===== config.mk =====
export PLATFORM = sky130hd
export DESIGN_NAME = thermal_safety_monitor
export DESIGN_NICKNAME = d
export VERILOG_FILES = /design/src/tsm_pkg.sv /design/src/thermal_safety_monitor.sv
export SDC_FILE = /design/constraint.sdc
export NUM_CORES = 1
export LEC_CHECK = 0
export BUFFER_PORTS_ARGS = -buffer_cell sky130_fd_sc_hd__buf_4
export CAP_MARGIN = 0
export CORE_MARGIN = 2
export CORE_UTILIZATION = 40
export DETAILED_ROUTE_END_ITERATION = 8
export PLACE_DENSITY = 0.65
export SYNTH_ARGS = -nofsm -noshare
export SYNTH_HDL_FRONTEND = slang
export SYNTH_SLANG_ARGS = --single-unit

===== constraint.sdc =====
create_clock -name clk_i -period 7.1 [get_ports clk_i]
set_clock_uncertainty 0.15 [all_clocks]
set_input_delay 0.71 -clock clk_i [delete_from_list [all_inputs] [get_ports clk_i]]
set_output_delay 0.71 -clock clk_i [all_outputs]
set_load 0.03 [all_outputs]

===== src/tsm_pkg.sv =====
package tsm_pkg;

  // Field widths of the stream payloads and the register port.
  localparam int unsigned TempW  = 15;
  localparam int unsigned TimeW  = 32;
  localparam int unsigned DeltaW = 14;
  localparam int unsigned AddrW  = 5;
  localparam int unsigned DataW  = 32;
  localparam int unsigned InW    = 56;
  localparam int unsigned OutW   = 8;

  // Register map, one word per register.
  typedef enum logic [2:0] {
    REG_SAFE_LOW       = 3'd0,
    REG_SAFE_HIGH      = 3'd1,
    REG_HEAT_TARGET    = 3'd2,
    REG_SENSOR_TIMEOUT = 3'd3,
    REG_HEAT_WINDOW    = 3'd4,
    REG_HEAT_MIN_RISE  = 3'd5,
    REG_COOL_WINDOW    = 3'd6,
    REG_COOL_MIN_DROP  = 3'd7
  } reg_idx_e;

  // Evaluation kinds carried in tuser.
  localparam logic KIND_SAFETY = 1'b0;
  localparam logic KIND_EFFECT = 1'b1;

  // Band direction codes.
  localparam logic [1:0] DIR_IN    = 2'b00;
  localparam logic [1:0] DIR_ABOVE = 2'b01;
  localparam logic [1:0] DIR_BELOW = 2'b11;
  localparam logic [1:0] DIR_BAD   = 2'b10;

  // Register reset values.
  localparam logic signed [TempW-1:0] SAFE_LOW_RST    = 15'sd2200;
  localparam logic signed [TempW-1:0] SAFE_HIGH_RST   = 15'sd3000;
  localparam logic signed [TempW-1:0] HEAT_TARGET_RST = 15'sd2500;
  localparam logic [TimeW-1:0]        SENSOR_TMO_RST  = 32'd10000;
  localparam logic [TimeW-1:0]        WINDOW_RST      = 32'd600000;
  localparam logic [DeltaW-1:0]       MIN_DELTA_RST   = 14'd10;

  // One evaluation as it sits in the input register.
  typedef struct packed {
    logic                    kind;
    logic [TimeW-1:0]        now_ms;
    logic signed [TempW-1:0] water_temp;
    logic                    water_valid;
    logic                    heater_on;
    logic                    fan_running;
    logic                    fan_rpm_fault;
  } item_t;

endpackage


===== src/thermal_safety_monitor.sv =====
// Thermal safety monitor.
// Evaluations arrive on the s_axis channel: tuser carries the kind (safety or
// effectiveness) and tdata the timestamp, temperature and status flags. Every
// transfer in gives exactly one transfer out on the m_axis channel, carrying the
// band direction and the sensor, heater, fan and overall alarm flags.
// Thresholds and window lengths are set through the APB port; the user must
// set them only while the block is idle, as the block itself does not enforce
// this. Reads return the current register values. An input transfer loads
// the input register, and when the item advances the evaluation logic updates
// the state and result registers together. Throughput is one item per cycle
// while the receiver does not stall, set by the single register stage between
// the input register and the result flags.
// When the receiver stalls, the result is held and one further item waits in
// the input register; s_axis_tready then falls until the result is taken.
// Reset clears all state, the flags and both valid bits, and loads the
// register defaults; the block is ready for items as soon as reset is released.
module thermal_safety_monitor (
  input  logic                        clk_i,
  input  logic                        rst_ni,
  // Input stream.
  input  logic                        s_axis_tvalid_i,
  output logic                        s_axis_tready_o,
  // tdata: now_ms[31:0], water_temp[46:32], water_valid[47], heater_on[48],
  // fan_running[49], fan_rpm_fault[50], zero fill[55:51].
  input  logic [tsm_pkg::InW-1:0]     s_axis_tdata_i,
  // tuser: kind[0].
  input  logic                        s_axis_tuser_i,
  // Result stream.
  output logic                        m_axis_tvalid_o,
  input  logic                        m_axis_tready_i,
  // tdata: alarm_dir[1:0], sensor_fault[2], heat_fault[3], cool_fault[4],
  // alarm[5], zero fill[7:6].
  output logic [tsm_pkg::OutW-1:0]    m_axis_tdata_o,
  // Register port.
  input  logic                        psel,
  input  logic                        penable,
  input  logic                        pwrite,
  input  logic [tsm_pkg::AddrW-1:0]   paddr,
  input  logic [tsm_pkg::DataW-1:0]   pwdata,
  output logic [tsm_pkg::DataW-1:0]   prdata,
  output logic                        pready
);

  localparam int unsigned TempW  = tsm_pkg::TempW;
  localparam int unsigned TimeW  = tsm_pkg::TimeW;
  localparam int unsigned DeltaW = tsm_pkg::DeltaW;
  localparam int unsigned DiffW  = TempW + 2;

  // Configuration registers.
  logic signed [TempW-1:0] safe_low_q, safe_high_q, heat_target_q;
  logic [TimeW-1:0]        sensor_timeout_q, heat_window_q, cool_window_q;
  logic [DeltaW-1:0]       heat_min_rise_q, cool_min_drop_q;

  tsm_pkg::reg_idx_e reg_idx;
  logic              cfg_wr;

  assign reg_idx = tsm_pkg::reg_idx_e'(paddr[tsm_pkg::AddrW-1:2]);
  assign cfg_wr  = psel && penable && pwrite;
  assign pready  = 1'b1;

  // Register writes.
  always_ff @(posedge clk_i or negedge rst_ni) begin
    if (!rst_ni) begin
      safe_low_q       <= tsm_pkg::SAFE_LOW_RST;
      safe_high_q      <= tsm_pkg::SAFE_HIGH_RST;
      heat_target_q    <= tsm_pkg::HEAT_TARGET_RST;
      sensor_timeout_q <= tsm_pkg::SENSOR_TMO_RST;
      heat_window_q    <= tsm_pkg::WINDOW_RST;
      heat_min_rise_q  <= tsm_pkg::MIN_DELTA_RST;
      cool_window_q    <= tsm_pkg::WINDOW_RST;
      cool_min_drop_q  <= tsm_pkg::MIN_DELTA_RST;
    end else if (cfg_wr) begin
      case (reg_idx)
        tsm_pkg::REG_SAFE_LOW:       safe_low_q       <= pwdata[TempW-1:0];
        tsm_pkg::REG_SAFE_HIGH:      safe_high_q      <= pwdata[TempW-1:0];
        tsm_pkg::REG_HEAT_TARGET:    heat_target_q    <= pwdata[TempW-1:0];
        tsm_pkg::REG_SENSOR_TIMEOUT: sensor_timeout_q <= pwdata[TimeW-1:0];
        tsm_pkg::REG_HEAT_WINDOW:    heat_window_q    <= pwdata[TimeW-1:0];
        tsm_pkg::REG_HEAT_MIN_RISE:  heat_min_rise_q  <= pwdata[DeltaW-1:0];
        tsm_pkg::REG_COOL_WINDOW:    cool_window_q    <= pwdata[TimeW-1:0];
        tsm_pkg::REG_COOL_MIN_DROP:  cool_min_drop_q  <= pwdata[DeltaW-1:0];
        default: ;
      endcase
    end
  end

  // Register reads; signed thresholds read back sign-extended.
  always_comb begin
    case (reg_idx)
      tsm_pkg::REG_SAFE_LOW:       prdata = 32'(signed'(safe_low_q));
      tsm_pkg::REG_SAFE_HIGH:      prdata = 32'(signed'(safe_high_q));
      tsm_pkg::REG_HEAT_TARGET:    prdata = 32'(signed'(heat_target_q));
      tsm_pkg::REG_SENSOR_TIMEOUT: prdata = sensor_timeout_q;
      tsm_pkg::REG_HEAT_WINDOW:    prdata = heat_window_q;
      tsm_pkg::REG_HEAT_MIN_RISE:  prdata = 32'(heat_min_rise_q);
      tsm_pkg::REG_COOL_WINDOW:    prdata = cool_window_q;
      tsm_pkg::REG_COOL_MIN_DROP:  prdata = 32'(cool_min_drop_q);
      default:                     prdata = '0;
    endcase
  end

  // Input register and handshake. The item moves on once the result slot is
  // free or is being emptied in the same cycle.
  tsm_pkg::item_t item_q;
  logic           item_vld_q;
  logic           out_vld_q;
  logic           advance;

  assign advance         = item_vld_q && (!out_vld_q || m_axis_tready_i);
  assign s_axis_tready_o = !item_vld_q || advance;

  always_ff @(posedge clk_i or negedge rst_ni) begin
    if (!rst_ni) begin
      item_vld_q <= 1'b0;
    end else if (s_axis_tready_o) begin
      item_vld_q <= s_axis_tvalid_i;
    end
  end

  always_ff @(posedge clk_i) begin
    if (s_axis_tready_o && s_axis_tvalid_i) begin
      item_q.kind          <= s_axis_tuser_i;
      item_q.now_ms        <= s_axis_tdata_i[31:0];
      item_q.water_temp    <= s_axis_tdata_i[46:32];
      item_q.water_valid   <= s_axis_tdata_i[47];
      item_q.heater_on     <= s_axis_tdata_i[48];
      item_q.fan_running   <= s_axis_tdata_i[49];
      item_q.fan_rpm_fault <= s_axis_tdata_i[50];
    end
  end

  always_ff @(posedge clk_i or negedge rst_ni) begin
    if (!rst_ni) begin
      out_vld_q <= 1'b0;
    end else if (advance) begin
      out_vld_q <= 1'b1;
    end else if (m_axis_tready_i) begin
      out_vld_q <= 1'b0;
    end
  end

  // Monitor state; the flags double as the result register.
  logic                    started_q, started_d;
  logic [TimeW-1:0]        last_valid_q, last_valid_d;
  logic                    heat_open_q, heat_open_d;
  logic [TimeW-1:0]        heat_t0_q, heat_t0_d;
  logic signed [TempW-1:0] heat_temp0_q, heat_temp0_d;
  logic                    cool_open_q, cool_open_d;
  logic [TimeW-1:0]        cool_t0_q, cool_t0_d;
  logic signed [TempW-1:0] cool_temp0_q, cool_temp0_d;
  logic                    heat_fault_q, heat_fault_d;
  logic                    cool_fault_q, cool_fault_d;
  logic [1:0]              dir_q, dir_d;
  logic                    timeout_q, timeout_d;
  logic                    alarm_q, alarm_d;

  // Intermediate values of the evaluation.
  logic [TimeW-1:0]        lv_base;
  logic                    heat_cond, cool_cond;
  logic signed [DiffW-1:0] rise, drop;

  always_comb begin
    started_d    = started_q;
    last_valid_d = last_valid_q;
    heat_open_d  = heat_open_q;
    heat_t0_d    = heat_t0_q;
    heat_temp0_d = heat_temp0_q;
    cool_open_d  = cool_open_q;
    cool_t0_d    = cool_t0_q;
    cool_temp0_d = cool_temp0_q;
    heat_fault_d = heat_fault_q;
    cool_fault_d = cool_fault_q;
    dir_d        = dir_q;
    timeout_d    = timeout_q;
    alarm_d      = alarm_q;

    lv_base   = started_q ? last_valid_q : item_q.now_ms;
    heat_cond = item_q.water_valid && item_q.heater_on &&
                (item_q.water_temp < heat_target_q);
    cool_cond = item_q.water_valid && item_q.fan_running;
    rise      = DiffW'(item_q.water_temp) - DiffW'(heat_temp0_q);
    drop      = DiffW'(cool_temp0_q) - DiffW'(item_q.water_temp);

    if (item_q.kind == tsm_pkg::KIND_SAFETY) begin
      // Band check, sensor timeout and the overall alarm.
      dir_d = tsm_pkg::DIR_IN;
      if (item_q.water_valid) begin
        if (item_q.water_temp > safe_high_q) begin
          dir_d = tsm_pkg::DIR_ABOVE;
        end else if (item_q.water_temp < safe_low_q) begin
          dir_d = tsm_pkg::DIR_BELOW;
        end
      end
      started_d    = 1'b1;
      last_valid_d = item_q.water_valid ? item_q.now_ms : lv_base;
      timeout_d    = (item_q.now_ms - last_valid_d) >= sensor_timeout_q;
      alarm_d      = (dir_d != tsm_pkg::DIR_IN) || timeout_d || heat_fault_q ||
                     cool_fault_q || item_q.fan_rpm_fault;
    end else begin
      // Heater watch window.
      if (heat_cond) begin
        if (!heat_open_q) begin
          heat_open_d  = 1'b1;
          heat_t0_d    = item_q.now_ms;
          heat_temp0_d = item_q.water_temp;
        end else if ((item_q.now_ms - heat_t0_q) >= heat_window_q) begin
          heat_fault_d = !(rise >= signed'(DiffW'(heat_min_rise_q)));
          heat_t0_d    = item_q.now_ms;
          heat_temp0_d = item_q.water_temp;
        end
      end else begin
        heat_open_d  = 1'b0;
        heat_fault_d = 1'b0;
      end
      // Fan watch window.
      if (cool_cond) begin
        if (!cool_open_q) begin
          cool_open_d  = 1'b1;
          cool_t0_d    = item_q.now_ms;
          cool_temp0_d = item_q.water_temp;
        end else if ((item_q.now_ms - cool_t0_q) >= cool_window_q) begin
          cool_fault_d = !(drop >= signed'(DiffW'(cool_min_drop_q)));
          cool_t0_d    = item_q.now_ms;
          cool_temp0_d = item_q.water_temp;
        end
      end else begin
        cool_open_d  = 1'b0;
        cool_fault_d = 1'b0;
      end
    end
  end

  always_ff @(posedge clk_i or negedge rst_ni) begin
    if (!rst_ni) begin
      started_q    <= 1'b0;
      last_valid_q <= '0;
      heat_open_q  <= 1'b0;
      heat_t0_q    <= '0;
      heat_temp0_q <= '0;
      cool_open_q  <= 1'b0;
      cool_t0_q    <= '0;
      cool_temp0_q <= '0;
      heat_fault_q <= 1'b0;
      cool_fault_q <= 1'b0;
      dir_q        <= tsm_pkg::DIR_IN;
      timeout_q    <= 1'b0;
      alarm_q      <= 1'b0;
    end else if (advance) begin
      started_q    <= started_d;
      last_valid_q <= last_valid_d;
      heat_open_q  <= heat_open_d;
      heat_t0_q    <= heat_t0_d;
      heat_temp0_q <= heat_temp0_d;
      cool_open_q  <= cool_open_d;
      cool_t0_q    <= cool_t0_d;
      cool_temp0_q <= cool_temp0_d;
      heat_fault_q <= heat_fault_d;
      cool_fault_q <= cool_fault_d;
      dir_q        <= dir_d;
      timeout_q    <= timeout_d;
      alarm_q      <= alarm_d;
    end
  end

  assign m_axis_tvalid_o = out_vld_q;
  assign m_axis_tdata_o  = {2'b00, alarm_q, cool_fault_q, heat_fault_q, timeout_q, dir_q};

endmodule


-- Word level (Yosys, flattened, before mapping)
Index checks and enable logic that the tools add are counted.
- $add $sub $neg: 5
- multipliers: 0
- div/mod/pow operators: 0
- order comparisons: 8
- equality and inequality tests: 13
- shift-type cells: 0
- multiplexer cells: 25
- bitwise operators: 1
- reduce and logical (&&, ||, !) cells: 34
- operator list (operator ; count):
    $pmux 32 s8 ; 1
    $mux 32 ; 6
    $ge 32x32->1 ; 3
    $sub 32x32->32 ; 3
    $mux 15 ; 4
    $ge 16x15->1 ; 2
    $sub 15x15->16 ; 2
    $lt 15x15->1 ; 2
    $reduce_and 2->1 ; 10
    $reduce_and 4->1 ; 4
    $gt 15x15->1 ; 1
    $eq 3x3->1 const B ; 4
    $mux 1 ; 10
    $mux 2 ; 4
    $ne 2x1->1 const B ; 4
    $logic_and 1x1->1 ; 7
    $eq 3x2->1 const B ; 2
    $logic_or 1x1->1 ; 6
    $logic_not 1->1 ; 4
    $ne 2x2->1 const B ; 2
    $reduce_bool 2->1 ; 2
    $eq 3x1->1 const B ; 1
    $logic_not 3->1 ; 1
    $not 1->1 ; 1
- register bits after elaboration: 358
- latch bits: 0
- bits in writable memories: 0
- ROM bits: 0
- input port bits: 101
- output and inout bits: 43
- word-level logic and storage cells: 116
- memories: 0

-- Depth between registers and ports, before layout
- word-level depth: 10
- depth in mapped cells: 25

-- Least setup slack after synthesis
OpenSTA, ideal clock, no wires.
- path kind: register to register
- start: register item_q[3] (netlist name)
- end: register alarm_q
- arrival time: 5.138 ns
- setup slack: 1.730 ns
- cell stages (with the launch flop): 24
- period minus slack after synthesis: 5.370 ns
- cells stage by stage: edfxtp_1 -> nor2b_1 -> clkbuf_1 -> buf_1 -> mux2i_1 -> ha_1 -> nand2b_1 -> a21oi_1 -> o311a_2 -> o2111ai_2 -> a21oi_2 -> o31ai_4 -> o21ai_2 -> or4b_1 -> and3_1 -> ha_1 -> nand2_1 -> nor3_1 -> inv_1 -> nor4_1 -> a221oi_1 -> o21ai_0 -> a31oi_1 -> a31oi_1
- longest elaborated chain between the ends: 7
- elaborated cells on any way between the ends: 10
- those cells by class: add/sub (1); order compare (1); mux (3); reduce/logical (5)
- ends and longest elaborated chain (element ; RTL line ; text):
    from (decl) ; thermal_safety_monitor.sv:104 ; tsm_pkg::item_t item_q;
    $mux 32 / $mux 2 (equally long branches) ; thermal_safety_monitor.sv:195, thermal_safety_monitor.sv:187 ;
    $sub 32x32->32 / $mux 2 (equally long branches) ; thermal_safety_monitor.sv:196, thermal_safety_monitor.sv:184 ;
    $ge 32x32->1 / $reduce_bool 2->1 (equally long branches) ; thermal_safety_monitor.sv:196, thermal_safety_monitor.sv:197 ;
    $logic_or 1x1->1 (*) (3 in series) ; thermal_safety_monitor.sv:197 ; alarm_d = (dir_d != tsm_pkg::DIR_IN) || timeout_d || heat_fault_q ||
    $logic_or 1x1->1 (*) ; thermal_safety_monitor.sv:198 ; cool_fault_q || item_q.fan_rpm_fault;
    to (signal assigned) ; thermal_safety_monitor.sv:261 ; alarm_q <= alarm_d;
    to (decl) ; thermal_safety_monitor.sv:155 ; logic alarm_q, alarm_d;
Mark *: on every way between the ends. The rest lies on a longest branch, timed or not. The select of a mux whose other input is x is not followed.
A chain may end at the register's enable or synchronous reset.

-- Worst setup path after layout
- start: register item_q[34] (netlist name)
- end: register cool_t0_q[3]
- longest elaborated chain between the ends: 4
- ends and longest elaborated chain (element ; RTL line ; text):
    $sub 32x32->32 ; thermal_safety_monitor.sv:221 ; end else if ((item_q.now_ms - cool_t0_q) >= cool_window_q) begin
    $ge 32x32->1 ; thermal_safety_monitor.sv:221 ;
    $ne 2x1->1 (no line) ; -- ;
    $reduce_and 4->1 (no line) ; -- ;
    to (signal assigned) ; thermal_safety_monitor.sv:255 ; cool_t0_q <= cool_t0_d;
    to (decl) ; thermal_safety_monitor.sv:149 ; logic [TimeW-1:0] cool_t0_q, cool_t0_d;
No other way between the ends.

==> metrics.yaml <==
status: "finished, final reports clean"
cts.sinks: 358
wl_per_cell_um: 19.4
synth_xor_area_share_pct: 3.89
p_per_area_nw_per_um2: 390
p_clk_share_pct: 21.7
grtUsageTotal_pct: 21.7
clk_pin_slew_ns: 0.06
clockBufferDepth: 3
finalWirelength_mm: 68.8
synth_edf_count: 52
hold-path-endpoint: "item_q[0]"
io_pins: 144
finalSetupTns_ns: 0
grt_first_pass_wirelength_mm: 108
fin_nets: 3132
tightest_slew_ns: 1.20
drtIter0Drc: 1367
power_uw: 10900
synth-adder-area-share_pct: 15.3
rsz0062_at_grt: "no"
ir_drop_mv: 0.171
synth_ff_type: "dfrtp_1"
syn_area_um2: 24500
r2r_cells: 20
die_x_um: 252
cp_max_fo: 32
end_kind: "flop"
p_comb_share_pct: 50.8
fillerInstances: 5625
final_core_util_pct: 46.1
finalCritPeriodShare_pct: 88.3
cts_tree: "yes"
cts-root-buf: "clkbuf_16"
ys_ff_latch: 358
rows: 90
first_global_vias: 19400
finalHoldViolations: 0
critPathKind: "reg2reg"
fp.coreArea_um2: 60500
r2r_slack_ns: 0.83
die_h_um: 252
grt_overflow: 0
relSlewSlack_pct: 19.9
critPathRequiredTime_ns: 7.41
whs_path_depth: 1
crit_path_start_kind: "flop"
p_sw_uw: 4350
leakage_uw: 0.0134
dp_hpwl_mm: 51.9
start_util_pct: 40.6
drv_cap: 0
gp_congestion: 0.923
setup_viol: 0
via_per_inst: 5.52
syn_area_per_cell_um2: 9.31
clk_latency_ns: 0.58
drive_above_1_share_pct: 14.6
hold_path_class: "in2reg"
holdCritStartpoint: "s_axis_tdata_i[50]"
p_sw_share_pct: 40.0
numPortBuffers: 133
dr.pass1.iters: 5
fmax_mhz: 159
synth_compound_area_share_pct: 17.5
yosysUniqueCellTypes: 75
synthToLayoutAreaGrowth_pct: 13.5
r2r-end: "cool_t0_q[3]"
muxShareOfSynthArea_pct: 7.67
regArea_um2: 9270
num_vias: 19594
cts_buffers: 42
reg2reg_from: "item_q[34]"
power_frac_seq_pct: 27.6
p_int_uw: 6520
multi_input_area_um2: 13800
drc_errors: 0
grt_antenna_before_repair: 3
grt_max_degree: 168
synth_top_family_by_area: "compound AO/OA/AOI/OAI gates"
cp.arrival_ns: 6.58
diodes: 0
synthSimpleGateAreaFrac_pct: 11.7
cts_resized: 0
h-tree-depth: 2
slew_violations: 0
antenna_left: 0
yosys_warnings: 0
syn_inst: 2634
fin_crit_ns: 6.27
dieArea_um2: 63300
ys_seq_area_share_pct: 37.8
async_flop_share_pct: 85.5
-- worst max-delay path, stage by stage, from the launching register on --
cell and delay (ns):
edfxtp_1 0.49, ha_1 0.42, and3_1 0.23, a221oi_1 0.35, o21ai_0 0.18, a21oi_1 0.36
o21ai_0 0.20, a211oi_1 0.35, o21bai_1 0.13, xor2_1 0.16, ha_1 0.30, a21o_1 0.19
a21oi_1 0.22, o211ai_1 0.13, a221o_1 0.27, a311oi_1 0.54, o21bai_1 0.16, a21oi_1 0.16
a21o_2 0.46, buf_12 0.28, mux2_2 0.37
-- worst max path at each step --
| stage | startpoint | endpoint | slack (ns) | cells past startpoint |
|---|---|---|---|---|
| after floorplan | item_q[3] | alarm_q | 1.73 | 23 |
| after detailed placement | item_q[34] | cool_t0_q[8] | 0.93 | 20 |
| after CTS | item_q[34] | cool_t0_q[6] | 0.88 | 20 |
| after global routing | item_q[35] | cool_t0_q[6] | 0.45 | 20 |
| final | item_q[34] | cool_t0_q[3] | 0.83 | 20 |
| after global placement | item_q[35] | cool_t0_q[1] | 0.99 | 20 |
-- Yosys cell counts (35+ instances only) --
library cell  instances  share of area, %
ha_1                291                15
inv_1               288               4.4
nand2_1             285               4.4
o21ai_0             270               5.5
dfrtp_1             265                27
a21oi_1             139               2.8
nor2_1              109               1.7
mux2_2              103               4.7
a21o_1               87               2.7
clkbuf_1             76               1.2
xnor2_1              75               2.7
mux2i_1              63               2.6
edfxtp_1             52               6.4
dfstp_2              41               4.4
nand3_1              35              0.71
-- final cells by class --
class	instances	share of cell area, %
flip-flops and latches	358	33.3
well taps	782	3.51
multi-input cells	1888	49.6
clock buffers	57	4.45
clock inverters	20	0.899
inverters	289	3.90
repair buffers	156	4.38
-- logic make-up after synthesis --
kind of cell,Yosys count
mux,170
xor+xnor,109
simple gates,619
flops,358
compound gates,691
fa+ha+maj,296
other cells,2
buf+inv,389
-- flip-flops by register name (all words and copies together), names as in the netlist, 32 cells and up --
register,cells
cool_t0_q,32
cool_window_q,32
heat_t0_q,32
heat_window_q,32
item_q,52
last_valid_q,32
sensor_timeout_q,32
-- layer usage --
| metal | vias up | track usage (%) | share of wire (%) |
|---|---|---|---|
| li1 | 9459 | - | - |
| met1 | 9540 | 29.4 | 46 |
| met2 | 474 | 35.6 | 46 |
| met3 | 115 | 3.18 | 5.0 |
| met4 | 6 | 6.89 | 3.2 |
| met5 | - | 0 | 0.057 |
-- power groups by stage --
stage,registers (µW),clock network [µW],logic (µW)
finish,3000,2350,5520
global route,3060,2480,6200
CTS,2990,2410,5510
detailed placement,3030,0,5460
global placement,3000,0,5260
floorplan,2920,0,4050
-- metrics by stage --
| stage | hold WS [ns] | area (µm²) | std cells | worst slack (ns) |
|---|---|---|---|---|
| global route | 0.131 | 27800 | 3550 | 0.445 |
| floorplan | 0.264 | 24500 | 2635 | 1.73 |
| detailed placement | 0.305 | 26300 | 3472 | 0.925 |
| finish | 0.157 | 27800 | 3550 | 0.828 |
| CTS | 0.125 | 27800 | 3550 | 0.876 |
| global placement | 0.304 | 26300 | 3472 | 0.994 |
-- cells in the final DEF (no fill, tap or decap), types with 52 or more instances in the layout --
| cell type | count |
|---|---|
| nand2_1 | 285 |
| buf_4 | 151 |
| mux2_2 | 103 |
| ha_1 | 291 |
| edfxtp_1 | 52 |
| dfrtp_1 | 265 |
| a21o_1 | 86 |
| xnor2_1 | 75 |
| a21oi_1 | 139 |
| nor2_1 | 107 |
| inv_1 | 288 |
| mux2i_1 | 63 |
| o21ai_0 | 270 |
-- timing repair --
action / 4_1_cts / 5_1_grt
setup buffers: 0 / 0
hold buffers: 1 / 0
endpoints found under the setup margin: 0 / 0
hold endpoints to repair: 68 / 0
No activity file was read; power rests on OpenSTA's default activity.
